==> src/rtl/core/lcd_shadow_diff_encoder_assert.svh <==
// Assertion macros shared by the display encoder modules.
`ifndef LCD_SHADOW_DIFF_ENCODER_ASSERT_SVH
`define LCD_SHADOW_DIFF_ENCODER_ASSERT_SVH

// Same-cycle implication, checked at every rising edge outside reset.
`define LSDE_ASSERT_NOW(lbl, ante, cons, msg) \
  lbl: assert property (@(posedge clk) disable iff (rst) (ante) |-> (cons)) \
    else $error(msg);

// Next-cycle implication, checked at every rising edge outside reset.
`define LSDE_ASSERT_NEXT(lbl, ante, cons, msg) \
  lbl: assert property (@(posedge clk) disable iff (rst) (ante) |=> (cons)) \
    else $error(msg);

`endif

==> src/rtl/core/lsde_pkg.sv <==
// Shared constants, types and helper functions of the display encoder.
package lsde_pkg;

  localparam int FRAME_CELLS = 256;
  localparam int CELL_W      = $clog2(FRAME_CELLS);

  localparam logic [7:0] ESC_BYTE    = 8'h5C;
  localparam logic [7:0] CH_CURSOR   = 8'h63;
  localparam logic [7:0] CH_CTRL_LO  = 8'h31;
  localparam logic [7:0] CH_CTRL_HI  = 8'h32;
  localparam logic [7:0] CURSOR_BASE = 8'h80;

  localparam logic [8:0] CURSOR_STOP  = 9'd127;
  localparam logic [8:0] ROW_GAP_LO   = 9'd40;
  localparam logic [8:0] ROW_NEXT_LO  = 9'd64;
  localparam logic [8:0] ROW_GAP_HI   = 9'd168;
  localparam logic [8:0] ROW_NEXT_HI  = 9'd192;

  // Byte slots of one command run, sent in ascending order.
  localparam logic [2:0] IDX_SEL_ESC = 3'd0;
  localparam logic [2:0] IDX_SEL_CHR = 3'd1;
  localparam logic [2:0] IDX_CUR_ESC = 3'd2;
  localparam logic [2:0] IDX_CUR_CMD = 3'd3;
  localparam logic [2:0] IDX_CUR_POS = 3'd4;
  localparam logic [2:0] IDX_CHAR    = 3'd5;

  typedef struct packed {
    logic [2:0] start;
    logic [7:0] sel_byte;
    logic [6:0] cell_lo;
    logic [7:0] ch;
  } run_t;

  typedef struct packed {
    logic              en;
    logic [CELL_W-1:0] addr;
    logic [7:0]        data;
  } shadow_wr_t;

  // Cursor position after one character is written at the given cell.
  function automatic logic [8:0] cursor_advance(input logic [CELL_W-1:0] cell_idx);
    logic [8:0] pos;
    pos = {1'b0, cell_idx};
    if (pos != CURSOR_STOP) begin
      pos = pos + 9'd1;
    end
    if (pos == ROW_GAP_LO) begin
      pos = ROW_NEXT_LO;
    end
    if (pos == ROW_GAP_HI) begin
      pos = ROW_NEXT_HI;
    end
    return pos;
  endfunction

endpackage

==> src/rtl/core/lsde_shadow.sv <==
// Shadow copy of the frame: registered-read memory with per-entry valid bits.
module lsde_shadow import lsde_pkg::*; (
  input  logic              clk,
  input  logic              rst,
  input  logic              rd_en,
  input  logic [CELL_W-1:0] rd_addr,
  output logic [7:0]        rd_data,
  input  shadow_wr_t        wr
);

  logic [7:0]             mem [FRAME_CELLS];
  logic [FRAME_CELLS-1:0] written;
  logic [7:0]             rd_q;
  logic                   rd_vld;

  always_ff @(posedge clk) begin
    if (wr.en) begin
      mem[wr.addr] <= wr.data;
    end
    if (rd_en) begin
      rd_q <= mem[rd_addr];
    end
  end

  // An entry never written since reset reads as zero.
  always_ff @(posedge clk) begin
    if (rst) begin
      written <= '0;
      rd_vld  <= 1'b0;
    end else begin
      if (wr.en) begin
        written[wr.addr] <= 1'b1;
      end
      if (rd_en) begin
        rd_vld <= written[rd_addr];
      end
    end
  end

  assign rd_data = rd_vld ? rd_q : 8'd0;

endmodule

==> src/rtl/core/lsde_emit.sv <==
// Output sequencer: sends one command run a byte per beat.
`include "lcd_shadow_diff_encoder_assert.svh"

module lsde_emit import lsde_pkg::*; (
  input  logic       clk,
  input  logic       rst,
  input  logic       load,
  input  run_t       run,
  output logic       free,
  output logic       byte_valid,
  input  logic       byte_ready,
  output logic [7:0] out_byte,
  output logic       run_last
);

  logic       busy;
  logic [2:0] idx;
  logic [7:0] sel_byte;
  logic [6:0] cell_lo;
  logic [7:0] ch;

  assign byte_valid = busy;
  assign run_last   = (idx == IDX_CHAR);
  assign free       = !busy || (run_last && byte_ready);

  always_comb begin
    unique case (idx)
      IDX_SEL_ESC: out_byte = ESC_BYTE;
      IDX_SEL_CHR: out_byte = sel_byte;
      IDX_CUR_ESC: out_byte = ESC_BYTE;
      IDX_CUR_CMD: out_byte = CH_CURSOR;
      IDX_CUR_POS: out_byte = CURSOR_BASE | {1'b0, cell_lo};
      IDX_CHAR:    out_byte = ch;
      default:     out_byte = ch;
    endcase
  end

  always_ff @(posedge clk) begin
    if (rst) begin
      busy <= 1'b0;
      idx  <= IDX_CHAR;
    end else if (load) begin
      busy <= 1'b1;
      idx  <= run.start;
    end else if (busy && byte_ready) begin
      if (run_last) begin
        busy <= 1'b0;
      end else begin
        idx <= idx + 3'd1;
      end
    end
  end

  always_ff @(posedge clk) begin
    if (load) begin
      sel_byte <= run.sel_byte;
      cell_lo  <= run.cell_lo;
      ch       <= run.ch;
    end
  end

  `LSDE_ASSERT_NOW(a_load_when_free, load, free, "run loaded over a run in progress")
  `LSDE_ASSERT_NEXT(a_run_ends, busy && run_last && byte_ready && !load, !byte_valid, "sequencer kept running after the last byte")
  `LSDE_ASSERT_NOW(a_idx_range, busy, idx <= IDX_CHAR, "byte slot out of range")

endmodule

==> src/rtl/core/lcd_shadow_diff_encoder.sv <==
// Top level of the shadow-difference encoder for a split 40x4 character display.
// Cells enter in scan order 0..255, one beat per cell, and passes repeat with no
// gap. Each cell is read from a shadow memory (registered read), compared, and on
// a change written back and turned into a run of 1, 4 or 6 output beats. The
// output sends one byte per cycle while byte_ready is high, an unchanged cell sends
// nothing, and the next cell is taken while a run is still going out. An input cell
// is registered into stage s1 along with its shadow read, and a run is registered
// into the output sequencer before its first byte goes out. The shadow clears at
// reset through per-entry valid bits, with no clearing pass.
`include "lcd_shadow_diff_encoder_assert.svh"

module lcd_shadow_diff_encoder import lsde_pkg::*; (
  input  logic       clk,
  input  logic       rst,
  input  logic       cell_valid,
  output logic       cell_ready,
  input  logic [7:0] cell_char,
  output logic       byte_valid,
  input  logic       byte_ready,
  output logic [7:0] out_byte,
  output logic       run_last
);

  logic [CELL_W-1:0] scan_pos;
  logic              accept;

  logic              s1_valid;
  logic [CELL_W-1:0] s1_cell;
  logic [7:0]        s1_char;
  logic [7:0]        shadow_q;

  logic              cur_known;
  logic [8:0]        cur_pos;

  logic              changed;
  logic              eff_known;
  logic              hit;
  logic              need_sel;
  logic              em_free;
  logic              s1_go;
  run_t              run;
  shadow_wr_t        wr;

  assign accept     = cell_valid && cell_ready;
  assign cell_ready = !s1_valid || s1_go;

  lsde_shadow u_shadow (
    .clk     (clk),
    .rst     (rst),
    .rd_en   (accept),
    .rd_addr (scan_pos),
    .rd_data (shadow_q),
    .wr      (wr)
  );

  // The cursor is forgotten at the start of every pass.
  assign changed   = (shadow_q != s1_char);
  assign eff_known = cur_known && (s1_cell != '0);
  assign hit       = eff_known && (cur_pos == {1'b0, s1_cell});
  assign need_sel  = !hit && (!eff_known || (s1_cell[CELL_W-1] != (cur_pos[8] | cur_pos[7])));
  assign s1_go     = s1_valid && (!changed || em_free);

  always_comb begin
    run.sel_byte = s1_cell[CELL_W-1] ? CH_CTRL_HI : CH_CTRL_LO;
    run.cell_lo  = s1_cell[6:0];
    run.ch       = s1_char;
    priority if (need_sel) begin
      run.start = IDX_SEL_ESC;
    end else if (!hit) begin
      run.start = IDX_CUR_ESC;
    end else begin
      run.start = IDX_CHAR;
    end
  end

  assign wr.en   = s1_go && changed;
  assign wr.addr = s1_cell;
  assign wr.data = s1_char;

  lsde_emit u_emit (
    .clk        (clk),
    .rst        (rst),
    .load       (wr.en),
    .run        (run),
    .free       (em_free),
    .byte_valid (byte_valid),
    .byte_ready (byte_ready),
    .out_byte   (out_byte),
    .run_last   (run_last)
  );

  always_ff @(posedge clk) begin
    if (rst) begin
      scan_pos  <= '0;
      s1_valid  <= 1'b0;
      cur_known <= 1'b0;
      cur_pos   <= '0;
    end else begin
      if (accept) begin
        scan_pos <= scan_pos + 1'b1;
      end
      if (accept) begin
        s1_valid <= 1'b1;
      end else if (s1_go) begin
        s1_valid <= 1'b0;
      end
      if (s1_go) begin
        if (changed) begin
          cur_known <= 1'b1;
          cur_pos   <= cursor_advance(s1_cell);
        end else if (s1_cell == '0) begin
          cur_known <= 1'b0;
        end
      end
    end
  end

  always_ff @(posedge clk) begin
    if (accept) begin
      s1_cell <= scan_pos;
      s1_char <= cell_char;
    end
  end

  `LSDE_ASSERT_NOW(a_no_same_entry, wr.en && accept, wr.addr != scan_pos, "shadow read and write hit the same entry")
  `LSDE_ASSERT_NOW(a_cursor_skips_gap, cur_known, cur_pos != ROW_GAP_LO && cur_pos != ROW_GAP_HI, "cursor stopped in a row gap")
  `LSDE_ASSERT_NOW(a_hit_char_only, wr.en && hit, run.start == IDX_CHAR, "cursor hit still sends a cursor command")

endmodule
==> config.mk <==
export PLATFORM = sky130hd
export DESIGN_NAME = lcd_shadow_diff_encoder
export DESIGN_NICKNAME = d
export VERILOG_FILES = /design/src/rtl/core/lsde_pkg.sv /design/src/rtl/core/lsde_shadow.sv /design/src/rtl/core/lsde_emit.sv /design/src/rtl/core/lcd_shadow_diff_encoder.sv
export VERILOG_INCLUDE_DIRS = /design/src /design/src/rtl/core
export SDC_FILE = /design/constraint.sdc
export NUM_CORES = 2
export LEC_CHECK = 0
export BUFFER_PORTS_ARGS = -buffer_cell sky130_fd_sc_hd__buf_2
export CORE_MARGIN = 4
export CORE_UTILIZATION = 61
export CTS_CLUSTER_SIZE = 14
export DETAILED_ROUTE_END_ITERATION = 10
export PLACE_DENSITY_LB_ADDON = 0.05
export SLEW_MARGIN = 20
export SYNTH_ARGS = -nofsm -noshare
export SYNTH_HDL_FRONTEND = slang
export SYNTH_HIERARCHICAL = 1
export SYNTH_SLANG_ARGS = --single-unit
==> constraint.sdc <==
create_clock -name clk -period 19.6 [get_ports clk]
set_clock_uncertainty 0.15 [all_clocks]
set_input_delay 2.94 -clock clk [delete_from_list [all_inputs] [get_ports clk]]
set_output_delay 2.94 -clock clk [all_outputs]
set_load 0.02 [all_outputs]
==> qor.txt <==
status -> finished, final reports clean
xor/xnor cell area share of the yosys netlist -> 0.002020
Routed Antenna Nets -> 0
CTS clk-pin slew, worst paths -> 0.06 ns
Synth Area in Adders -> 0.001099
die height -> 394.4 microns
NetSw -> 2.190 mW
simple-gate portion of the synthesized area -> 0.04290
stages on the worst setup path -> 7
register area share after synthesis -> 0.7525
Routed wire per std cell -> 31.32 microns
multiplexer share of the synthesized area -> 0.1441
most frequent cells in the layout -> 2095 x edfxtp_1, 734 x nor2_1, 574 x mux4_2
combinational power share -> 0.055
final setup fails -> 0
CP bufs+invs -> 3
Hold Path Sink -> u_shadow/written[91]
Reg-to-Reg Start -> scan_pos[0]
fraction of registers with async set/reset -> 0
Vias/cell -> 6.695
CTS Root Cell -> clkbuf_16
FILL cells -> 9537
largest family of logic cells by synthesized area -> multiplexers
Worst Hold Depth -> 2
Critical Path RT -> 16.51 ns
sw frac -> 0.2092
GRT Overall Usage -> 0.2835
total congestion overflow -> 0
Core Util, Final -> 0.6796
clock share of power -> 0.416
first-pass GRT wire length -> 321400 microns
IO Pins -> 23
commonest non-fill, non-tap cell in the layout -> edfxtp_1
hold path startpoint -> u_shadow/written[91]
worst skew pair latency -> 0.84 ns
Most used DFF post-synth -> edfxtp_1
share of the synthesized area in the top cell type -> 0.6909
Tightest Pin Transition -> 1.210 ns
slowest stage delay, CP -> 0.47 ns
nets -> 4857
largest cells by area after synthesis -> edfxtp_1 69%, mux4_2 14%, dfxtp_1 6.2%
DRC Markers -> 0
Netlist Area Pre-Place -> 0.09105 sq mm
top achievable clock speed -> 0.1370 GHz
largest net degree at the start of global routing -> 258
Crit path max-delay family -> compound AO/OA/AOI/OAI gates
Reg2Reg Setup Slack -> 13.47 ns
Worst R2R Path Depth -> 9
H-tree depth -> 4
max-capacitance violation count -> 0
initial antenna violation count -> 1
Post-CTS Hold Buffers -> 0
Sequential Power Share -> 0.529
Int Power -> 8.278 mW
Final Hold Fails -> 0
# rows -> 141
area leader, netlist -> edfxtp_1
Worst setup startpoint -> byte_ready
CTS tree -> done
Worst path slowest cell -> a21oi_2
hold_ws -> 0.3130 ns
DP HPWL -> 127300 microns
Num CTS Buffers -> 226
CTS sink count -> 2375
cell area power density -> 104.1 mW/mm^2
post-CTS setup buffers -> 0
Final Max Tran Viols -> 0
GPL Wtd Cong -> 0.8385
Worst Setup Start Kind -> primary input
Resized cells post-CTS -> 0
final WL -> 218400 microns
Max VDD drop -> 0.07877 mV
vias -> 46690
synthesized flop and latch total -> 2375
Core ar. -> 0.1480 sq mm
Register Area -> 0.06852 sq mm
Synth Area in Compound Gates -> 0.04083
drt pass-1 iters -> 7
DR iter-0 viols -> 5717
DIE WIDTH -> 394.4 microns
Syn. warnings -> 6
Area Overhead vs Synth -> 10.47%
EDFF count, synth -> 2095
vias in the first global route -> 46040
Period Utilization, post-route -> 0.3724
Port Buf Inserts -> 22
clk buf depth -> 3
critical path fanouts, max -> 14
Synth Instances -> 4791
worst hold path class -> register to register
crit path cell chain -> buf_2 > nand3_1 > nand2_1 > nand2b_1 > a21oi_2 > inv_2 > buf_2
crit path time final -> 7.299 ns
kind of end point of the critical path -> primary output
kind of critical path -> primary input to primary output
unrepaired setup endpoints after global routing -> no
syn_area_per_cell -> 19.00 sq um
Pleak -> 30.95 nW
CP arrival -> 4.21 ns
Die ar. -> 0.1555 sq mm
Slew HR -> 0.1860
setup tns final -> 0 ns
library cells used by synthesis -> 69
worst reg2reg endpoint -> u_shadow/rd_q[1]
layout cells sized above 1 -> 0.2133
initial core utilization -> 0.6152
Multi-input gate area -> 0.02113 sq mm
most repeated library cell on the critical path -> buf_2
==> area by class of cell <==
cell class	count	area share
tap	1930	0.02401
sequential	2375	0.6812
clock inverter	108	0.01088
multi-input combinational	2104	0.2100
timing repair buffer	109	0.009279
antenna	3	0.00007463
inverter	21	0.0007836
clock buffer	324	0.06371
==> per-stage QoR <==
step / total power [mW] / worst slack (ns) / instance area [sq um] / std cells
finish: 10.47 / 12.30 / 100600 / 6974
global route: 10.81 / 12.20 / 100600 / 6971
CTS: 10.54 / 12.33 / 100500 / 6968
detailed placement: 6.223 / 12.34 / 93020 / 6536
global placement: 6.215 / 12.33 / 92990 / 6536
floorplan: 6.064 / 12.12 / 91070 / 4795
==> worst max path at each step <==
| stage | to |
|---|---|
| 3_3_place_gp | cell_ready |
| 6_report | cell_ready |
| 4_1_cts | cell_ready |
| 5_1_grt | cell_ready |
| 2_1_floorplan | cell_ready |
| 3_5_place_dp | cell_ready |
==> flip-flops by register name, indices dropped and copies added, names as in the netlist, 3 cells and up <==
signal / count
scan_pos: 8
u_shadow/written: 256
u_emit/cell_lo: 7
s1_cell: 8
u_shadow/mem: 2048
u_emit/idx: 3
u_emit/ch: 8
cur_pos: 9
u_emit/sel_byte: 8
u_shadow/rd_q: 8
s1_char: 8
==> power by group through the flow <==
| stage | clock [mW] | sequential [mW] | combinational, mW |
|---|---|---|---|
| 6_report | 4.36 | 5.53 | 0.576 |
| 5_1_grt | 4.66 | 5.53 | 0.613 |
| 4_1_cts | 4.43 | 5.53 | 0.580 |
| 3_5_place_dp | 0 | 5.64 | 0.580 |
| 3_3_place_gp | 0 | 5.64 | 0.573 |
| 2_1_floorplan | 0 | 5.68 | 0.383 |
==> cells by family (layout without fill, tap and decap cells) <==
family | count (synthesis) | after routing
other | 2 | 9
adders and majority gates | 8 | 8
muxes | 593 | 593
AOI/OAI and AO/OA | 538 | 538
and+or+nand+nor | 938 | 938
xor gates and xnor gates | 21 | 21
buffers and inverters | 316 | 562
DFF | 2375 | 2375
==> routing by layer <==
metal | global-route usage | routed length (microns) | up-vias
li1 | - | - | 19420
met1 | 0.4238 | 88290 | 24690
met2 | 0.4362 | 104100 | 2235
met3 | 0.05517 | 19920 | 342
met4 | 0.08120 | 6078 | 0
met5 | 0 | 0 | -
==> worst register-to-register path, stage by stage, from the launching register on <==
cell and delay, ns:
dfxtp_4 0.85, buf_4 0.82, buf_4 0.81, buf_4 0.81, mux4_2 0.63, a22oi_1 0.32
a21oi_1 0.17, nor4_1 0.71, o22ai_1 0.33, or2_1 0.30
==> cells in the mapped netlist, types with 5 or more instances <==
cell and count:
a211oi_1 5, a21oi_1 157, a22oi_1 268, and2_1 9
buf_1 14, buf_2 65, buf_4 13, buf_6 23
clkbuf_1 179, dfxtp_1 280, edfxtp_1 2095, ha_1 8
inv_1 20, mux2i_1 16, mux4_2 574, nand2_1 43
nand2b_1 5, nand3_1 36, nand4_1 13, nor2_1 739
nor2b_1 15, nor3_1 5, nor4_1 36, o21ai_0 10
o21ai_1 5, o21ba_2 29, o221ai_1 5, o22ai_1 19
or2_1 8, or3_1 8, or4_1 6, xnor2_1 11
xor2_1 10
(Power assumes the default switching activity.)
